**config.mk**
```make
export PLATFORM = sky130hd
export DESIGN_NAME = rieu_control
export DESIGN_NICKNAME = d
export VERILOG_FILES = /design/src/sv/rieu_pkg.sv /design/src/sv/rieu_control.sv
export SDC_FILE = /design/constraint.sdc
export NUM_CORES = 1
export LEC_CHECK = 0
export BUFFER_PORTS_ARGS = -buffer_cell sky130_fd_sc_hd__clkbuf_2
export CAP_MARGIN = 10
export CORE_AREA = 3 3 40 42
export CTS_CLUSTER_DIAMETER = 150
export CTS_CLUSTER_SIZE = 12
export DETAILED_ROUTE_END_ITERATION = 7
export DIE_AREA = 0 0 43 45
export GPL_ROUTABILITY_DRIVEN = 1
export GPL_TIMING_DRIVEN = 0
export HOLD_SLACK_MARGIN = 0.1
export PLACE_DENSITY = 0.45
export SETUP_SLACK_MARGIN = 0.1
export SLEW_MARGIN = 25
export SYNTH_ARGS = -nofsm -noshare
export SYNTH_HDL_FRONTEND = slang
export SYNTH_SLANG_ARGS = --single-unit
```
**constraint.sdc**
```tcl
create_clock -name clk -period 2.2 [get_ports clk]
set_input_delay 0.11 -clock clk [delete_from_list [all_inputs] [get_ports clk]]
set_output_delay 0.11 -clock clk [all_outputs]
set_load 0.03 [all_outputs]
```
**src/sv/rieu_pkg.sv**
```systemverilog
package rieu_pkg;

	localparam int unsigned XLEN = 32;
	localparam int unsigned NREG = 32;
	localparam int unsigned RIDX = 5;
	localparam logic [XLEN-1:0] MEM_TOP_RESET = '1;

	// Configuration register indexes
	localparam logic CFG_START_PC   = 1'b0;
	localparam logic CFG_MEMORY_TOP = 1'b1;

	// Result status codes
	localparam logic [2:0] ST_OK      = 3'd0;
	localparam logic [2:0] ST_LOAD    = 3'd1;
	localparam logic [2:0] ST_BREAK   = 3'd2;
	localparam logic [2:0] ST_TRAP    = 3'd3;
	localparam logic [2:0] ST_UNSUP   = 3'd4;
	localparam logic [2:0] ST_SYSCALL = 3'd5;
	localparam logic [2:0] ST_HALTED  = 3'd6;
	localparam logic [2:0] ST_ORDER   = 3'd7;

	// Memory access kinds and sizes
	localparam logic [1:0] MK_NONE  = 2'd0;
	localparam logic [1:0] MK_LOAD  = 2'd1;
	localparam logic [1:0] MK_STORE = 2'd2;
	localparam logic [1:0] MS_BYTE  = 2'd0;
	localparam logic [1:0] MS_HALF  = 2'd1;
	localparam logic [1:0] MS_WORD  = 2'd2;

	// Pending load kinds
	localparam logic [2:0] LK_LB  = 3'd0;
	localparam logic [2:0] LK_LH  = 3'd1;
	localparam logic [2:0] LK_LW  = 3'd2;
	localparam logic [2:0] LK_LBU = 3'd3;
	localparam logic [2:0] LK_LHU = 3'd4;

	// Opcodes
	localparam logic [5:0] OP_RTYPE = 6'h00;
	localparam logic [5:0] OP_REGIMM = 6'h01;
	localparam logic [5:0] OP_J    = 6'h02;
	localparam logic [5:0] OP_JAL  = 6'h03;
	localparam logic [5:0] OP_BEQ  = 6'h04;
	localparam logic [5:0] OP_BNE  = 6'h05;
	localparam logic [5:0] OP_BLEZ = 6'h06;
	localparam logic [5:0] OP_BGTZ = 6'h07;
	localparam logic [5:0] OP_ADDI = 6'h08;
	localparam logic [5:0] OP_ADDIU = 6'h09;
	localparam logic [5:0] OP_SLTI = 6'h0A;
	localparam logic [5:0] OP_SLTIU = 6'h0B;
	localparam logic [5:0] OP_ANDI = 6'h0C;
	localparam logic [5:0] OP_ORI  = 6'h0D;
	localparam logic [5:0] OP_XORI = 6'h0E;
	localparam logic [5:0] OP_LUI  = 6'h0F;
	localparam logic [5:0] OP_LLO  = 6'h18;
	localparam logic [5:0] OP_LHI  = 6'h19;
	localparam logic [5:0] OP_TRAP = 6'h1A;
	localparam logic [5:0] OP_LB   = 6'h20;
	localparam logic [5:0] OP_LH   = 6'h21;
	localparam logic [5:0] OP_LW   = 6'h23;
	localparam logic [5:0] OP_LBU  = 6'h24;
	localparam logic [5:0] OP_LHU  = 6'h25;
	localparam logic [5:0] OP_SB   = 6'h28;
	localparam logic [5:0] OP_SH   = 6'h29;
	localparam logic [5:0] OP_SW   = 6'h2B;

	// R-type function codes
	localparam logic [5:0] FN_SLL = 6'h00;
	localparam logic [5:0] FN_SRL = 6'h02;
	localparam logic [5:0] FN_SRA = 6'h03;
	localparam logic [5:0] FN_SLLV = 6'h04;
	localparam logic [5:0] FN_SRLV = 6'h06;
	localparam logic [5:0] FN_SRAV = 6'h07;
	localparam logic [5:0] FN_JR   = 6'h08;
	localparam logic [5:0] FN_JALR = 6'h09;
	localparam logic [5:0] FN_SYSCALL = 6'h0C;
	localparam logic [5:0] FN_BREAK = 6'h0D;
	localparam logic [5:0] FN_MFHI = 6'h10;
	localparam logic [5:0] FN_MTHI = 6'h11;
	localparam logic [5:0] FN_MFLO = 6'h12;
	localparam logic [5:0] FN_MTLO = 6'h13;
	localparam logic [5:0] FN_MULT = 6'h18;
	localparam logic [5:0] FN_MULTU = 6'h19;
	localparam logic [5:0] FN_DIV  = 6'h1A;
	localparam logic [5:0] FN_DIVU = 6'h1B;
	localparam logic [5:0] FN_ADD  = 6'h20;
	localparam logic [5:0] FN_ADDU = 6'h21;
	localparam logic [5:0] FN_SUB  = 6'h22;
	localparam logic [5:0] FN_SUBU = 6'h23;
	localparam logic [5:0] FN_AND  = 6'h24;
	localparam logic [5:0] FN_OR   = 6'h25;
	localparam logic [5:0] FN_XOR  = 6'h26;
	localparam logic [5:0] FN_NOR  = 6'h27;
	localparam logic [5:0] FN_SLT  = 6'h2A;
	localparam logic [5:0] FN_SLTU = 6'h2B;

	// REGIMM rt codes
	localparam logic [4:0] RI_BLTZ = 5'h00;
	localparam logic [4:0] RI_BGEZ = 5'h01;
	localparam logic [4:0] RI_BLTZAL = 5'h10;
	localparam logic [4:0] RI_BGEZAL = 5'h11;

	typedef enum logic [2:0] {
		S_IDLE,
		S_READ,
		S_EXEC,
		S_DIV,
		S_WB,
		S_OUT
	} state_t;

	typedef struct packed {
		logic [XLEN-1:0] next_pc;
		logic [1:0]      mem_kind;
		logic [XLEN-1:0] mem_addr;
		logic [1:0]      mem_size;
		logic [XLEN-1:0] store_data;
		logic            wb_valid;
		logic [RIDX-1:0] wb_reg;
		logic [XLEN-1:0] wb_value;
		logic [2:0]      status;
		logic [XLEN-1:0] syscall_service;
		logic [XLEN-1:0] syscall_arg;
	} result_t;

	typedef struct packed {
		logic            func;
		logic [XLEN-1:0] instr;
		logic [XLEN-1:0] load_word;
	} item_t;

	// Controller to datapath
	typedef struct packed {
		logic capture;
		logic read;
		logic exec;
		logic div_step;
		logic writeback;
	} cmd_t;

	// Datapath to controller
	typedef struct packed {
		logic div_start;
		logic div_done;
	} sts_t;

endpackage

```
**src/sv/rieu_control.sv**
```systemverilog
module rieu_control (
	input  logic clk,
	input  logic arst_n,
	input  logic in_valid,
	output logic in_ready,
	output logic out_valid,
	input  logic out_ready,
	input  rieu_pkg::sts_t sts,
	output rieu_pkg::cmd_t cmd
);
	import rieu_pkg::*;

	state_t state_q, state_n;

	always_ff @(posedge clk or negedge arst_n) begin
		if (!arst_n) state_q <= S_IDLE;
		else state_q <= state_n;
	end

	// Next state
	always_comb begin
		state_n = state_q;
		unique case (state_q)
			S_IDLE: if (in_valid) state_n = S_READ;
			S_READ: state_n = S_EXEC;
			S_EXEC: state_n = sts.div_start ? S_DIV : S_WB;
			S_DIV:  if (sts.div_done) state_n = S_WB;
			S_WB:   state_n = S_OUT;
			S_OUT: begin
				if (out_ready) state_n = in_valid ? S_READ : S_IDLE;
			end
			default: state_n = S_IDLE;
		endcase
	end

	// Outputs; the result register holds while the next item is read
	always_comb begin
		cmd = '0;
		in_ready = 1'b0;
		out_valid = 1'b0;
		unique case (state_q)
			S_IDLE: begin in_ready = 1'b1; cmd.capture = in_valid; end
			S_READ: cmd.read = 1'b1;
			S_EXEC: cmd.exec = 1'b1;
			S_DIV:  cmd.div_step = 1'b1;
			S_WB:   cmd.writeback = 1'b1;
			S_OUT: begin
				out_valid = 1'b1;
				in_ready = out_ready;
				cmd.capture = out_ready && in_valid;
			end
			default: ;
		endcase
	end

endmodule

```
Word level (Yosys, flattened, before mapping)

Cells that the tools add are included.

Bits of input ports: 6
Logic and storage cells: 25
Bits in registers: 3

Multiplexer cells: 13
Reduce and logical (&&, ||, !) cells: 3
Equality and inequality tests: 8

Operator list:

| kind               | count |
|---|---|
| $pmux 3 s6         | 1 |
| $mux 3             | 4 |
| $eq 3x2->1 const B | 2 |
| $eq 3x3->1 const B | 2 |
| $mux 1             | 6 |
| $ne 2x2->1 const B | 3 |
| $pmux 1 s2         | 2 |
| $eq 3x1->1 const B | 1 |
| $logic_not 3->1    | 1 |
| $reduce_and 3->1   | 1 |
| $logic_and 1x1->1  | 1 |

Logic depth before layout (Yosys ltp)

Depth in word-level cells: 3
Mapped depth: 4
Mapped depth without buffers: 3

Least setup slack after synthesis

Ideal clock, no wire load.

Path type: reg-to-output
Start point: register state_q[0]
End point: output port cmd[4] in the netlist's numbering
Cell stages (with the launch flop): 4
Arrival time: 1425 ps
Setup slack: 665 ps
Path buffers: 0
Cells stage by stage: dfrtp_1 -> nor2b_2 -> a211oi_2 -> and2_1

RTL lines:

| element                  | line               | source |
|---|---|---|
| start: declaration       | rieu_control.sv:13 | `state_t state_q, state_n;` |
| start signal: assignment | rieu_control.sv:17 | `else state_q <= state_n;` |
| end: declaration         | rieu_control.sv:9  | `output rieu_pkg::cmd_t cmd` |

==> key figures <==
Drt
  – Total length of routed wires: 604 um
  – Count of TritonRoute iterations in the first routing pass: 3
  – Routed length per instance: 10.24 um
  – Detail-routed via count per cell: 4.169
  – Drt drc: 0
  – Total via count after detailed routing: 246
  – Initial drt markers: 8
  – ANT nets after route: 0

Clock network
  – CTS tree: yes
  – Root Buffer Master: sky130_fd_sc_hd__clkbuf_4
  – Clock insertion delay at the later pin of the skew report: 0.23 ns
  – Total clock buffers created by CTS: 3
  – Buffer count from post-CTS setup fixing: 0
  – Clk sink count: 3
  – Clk pin slew, worst setup/hold paths: 0.04 ns
  – Buffer depth of the longest clock path: 2
  – Maximum level of the CTS H-tree: 1
  – Cells resized by post-CTS repair: 0

Placement
  – Pre-CTS setup slack: 0.9867 ns
  – Count of buffers inserted at the top-level ports: 12
  – Placer congestion estimate: 0.6472
  – HPWL reported at the end of detailed placement: 437.4 um
  – Placed inst area: 325.3 sq um

STA
  – Crit path time final: 1.446 ns
  – Fin Clk Skew: 0.001205 ns
  – Setup repair after global routing missed its margin: false
  – Total Negative Setup Slacks: 0 ns
  – Final Hold Vio Count: 0
  – Rel. slew slack: 0.8629
  – Achievable frequency: 0.6916 GHz
  – Final worst-path cycle share: 0.6572
  – Tightest Pin Transition: 0.2043 ns
  – Setup WS post-layout: 0.7541 ns
  – Max-slew violations: 0
  – Setup violations, final: 0

Job
  – Number of maximum-capacitance violations: 0

Pwr
  – P per Cell Area: 1625 nW/um^2
  – Post-layout total power: 587.8 uW
  – Total leakage power: 0.1801 nW
  – Maximum vdd drop: 0.0004660 V

Setup path
  – Largest fanout of any net on the critical path: 4
  – CP Launch Type: flip-flop
  – Required time of the critical path: 2.09 ns
  – Critical path capture point type: output port
  – Worst setup path class: reg2out
  – Data arrival time at the worst-slack endpoint: 1.34 ns

GRT
  – Number of global-route vias before repair: 255
  – Pin count of the biggest net entering global routing: 11
  – Global-route wire length before repair: 1.097 mm
  – Initial antenna violation count: 0
  – Global Route Usage Sum: 0.08590
  – Congestion Overflow GR: 0

Die
  – Die footprint: 1935 sq um
  – Area inside the core boundary: 1285 sq um
  – IO Count: 13
  – Die Wd: 43 um
  – Vertical die dimension: 45 um
  – Initial core utilization: 0.1918
  – Placement row count: 13

Hold path
  – Type of the tightest min-delay check: in2reg

Logic synthesis
  – Dominant cell by count in the synthesized netlist: sky130_fd_sc_hd__nand2_1
  – Largest cells by area after synthesis: sky130_fd_sc_hd__dfrtp_1, sky130_fd_sc_hd__nor2b_2, sky130_fd_sc_hd__buf_4, sky130_fd_sc_hd__nand2_1, sky130_fd_sc_hd__nor3b_1
  – Yosys reg bits: 3
  – Post-synthesis sequential area ratio: 0.3046
  – Synth Area per Inst: 9.129 sq um
  – Post-synthesis cell type count: 18
  – Top FF cell, synth: sky130_fd_sc_hd__dfrtp_1
  – Post-synthesis net count: 33
  – Post-synth top area cell: sky130_fd_sc_hd__dfrtp_1
  – Count of flip-flops with a built-in enable after synthesis: 0
  – Synthesized instance count: 27
  – Proportion of register bits with asynchronous set or reset after synthesis: 1.000
  – Cell types with the highest counts after synthesis: sky130_fd_sc_hd__nand2_1, sky130_fd_sc_hd__dfrtp_1
  – Warning count from the yosys run: 0
  – Cell area after technology mapping: 246.5 sq um
  – Portion of synthesized cell area occupied by the leading cell type: 0.3046

Final layout
  – Registers with the most flip-flops: state_q x3
  – Number of fill cells in the layout: 146
  – Synthesis-to-layout area growth: 46.70%
  – Max reg flops: 3
  – Fraction of layout cells with a size suffix above 1: 0.5000
  – Number of inserted diodes: 0
  – Final std cell area, no fill: 361.6 sq um
  – Register with the most flip-flops: state_q
  – Area taken by flip-flops and latches: 75.07 sq um
  – Final-stage net count: 51
  – Area used by multi-input combinational logic: 141.4 sq um

Run status
  – Run status: complete, no violations
## final timing paths
kind,from,to,slack (ns),depth (start not counted)
setup / recovery,state_q[0],cmd[4],0.75,4
hold / removal,sts[0],state_q[1],0.11,2
setup reg to reg,state_q[0],state_q[2],1.17,4
hold reg to reg,state_q[2],state_q[1],0.57,2
max in group asynchronous,arst_n,state_q[0],1.88,2
min in group asynchronous,arst_n,state_q[1],0.21,2
## report_power, final
group | switching (mW) | internal (mW)
clock network | 0.0275 | 0.0679
registers | 0.0130 | 0.0806
logic | 0.247 | 0.152
total | 0.288 | 0.300
## per-layer routing
layer	global-route usage	part of all wire	up-vias	wire, um
li1	-	-	129	-
met1	0.09927	0.48	109	288
met2	0.1018	0.45	8	269
met3	0.03984	0.076	0	46
met4	0.1084	0	0	0
met5	0	0	-	0
## cell type report
type / count / share of cell area
repair buffers: 13 / 0.1938
well taps: 15 / 0.05190
clock buffers: 4 / 0.07266
plain buffers: 3 / 0.07266
flip-flops and latches: 3 / 0.2076
inverters: 1 / 0.01038
multi-input cells: 20 / 0.3910
## logic make-up (layout without fill, tap and decap cells)
kind of cell           after synthesis  after routing  share of synthesized area
flip-flops                           3              3                     0.3046
AND/OR/NAND/NOR                     12             12                     0.3300
AO/OA/AOI/OAI                        8              8                     0.2437
buffers and inverters                4             21                     0.1218
## what timing repair did
item / 4_1_cts / 5_1_grt
hold buffers: 1 / 0
setup endpoints to repair: 0 / 0
hold endpoints to repair: 3 / 0
## cells in the final DEF (no fill, tap or decap)
cell type,synthesis,layout
sky130_fd_sc_hd__a211oi_2,1,1
sky130_fd_sc_hd__a21oi_1,2,2
sky130_fd_sc_hd__a22o_1,1,1
sky130_fd_sc_hd__a311oi_1,1,1
sky130_fd_sc_hd__and2_1,1,1
sky130_fd_sc_hd__and3b_1,1,1
sky130_fd_sc_hd__buf_4,2,2
sky130_fd_sc_hd__buf_6,1,1
sky130_fd_sc_hd__clkbuf_1,0,1
sky130_fd_sc_hd__clkbuf_2,0,12
sky130_fd_sc_hd__clkbuf_4,0,3
sky130_fd_sc_hd__dfrtp_1,3,3
sky130_fd_sc_hd__dlygate4sd3_1,0,1
sky130_fd_sc_hd__inv_1,1,1
sky130_fd_sc_hd__nand2_1,4,4
sky130_fd_sc_hd__nor2b_1,1,1
sky130_fd_sc_hd__nor2b_2,2,2
sky130_fd_sc_hd__nor3b_1,2,2
sky130_fd_sc_hd__nor3b_2,1,1
sky130_fd_sc_hd__o21ai_1,1,1
sky130_fd_sc_hd__o221ai_1,1,1
sky130_fd_sc_hd__o22ai_1,1,1
## worst max-delay path, stage by stage (launching register included)
cell                       delay [ns]
sky130_fd_sc_hd__dfrtp_1         0.39
sky130_fd_sc_hd__nor2b_2         0.16
sky130_fd_sc_hd__a211oi_2        0.20
sky130_fd_sc_hd__and2_1          0.15
sky130_fd_sc_hd__clkbuf_2        0.20
## per-stage QoR
| step | hold WS (ns) | util | instances |
|---|---|---|---|
| 2_1_floorplan | -0.1856 | - | 27 |
| 3_3_place_gp | -0.09016 | 0.2532 | 54 |
| 3_5_place_dp | -0.08914 | 0.2532 | 54 |
| 4_1_cts | 0.1046 | 0.2814 | 59 |
| 5_1_grt | 0.1107 | 0.2814 | 59 |
| 6_report | 0.1115 | 0.2814 | 59 |
Power figures use the tool's default switching activity.
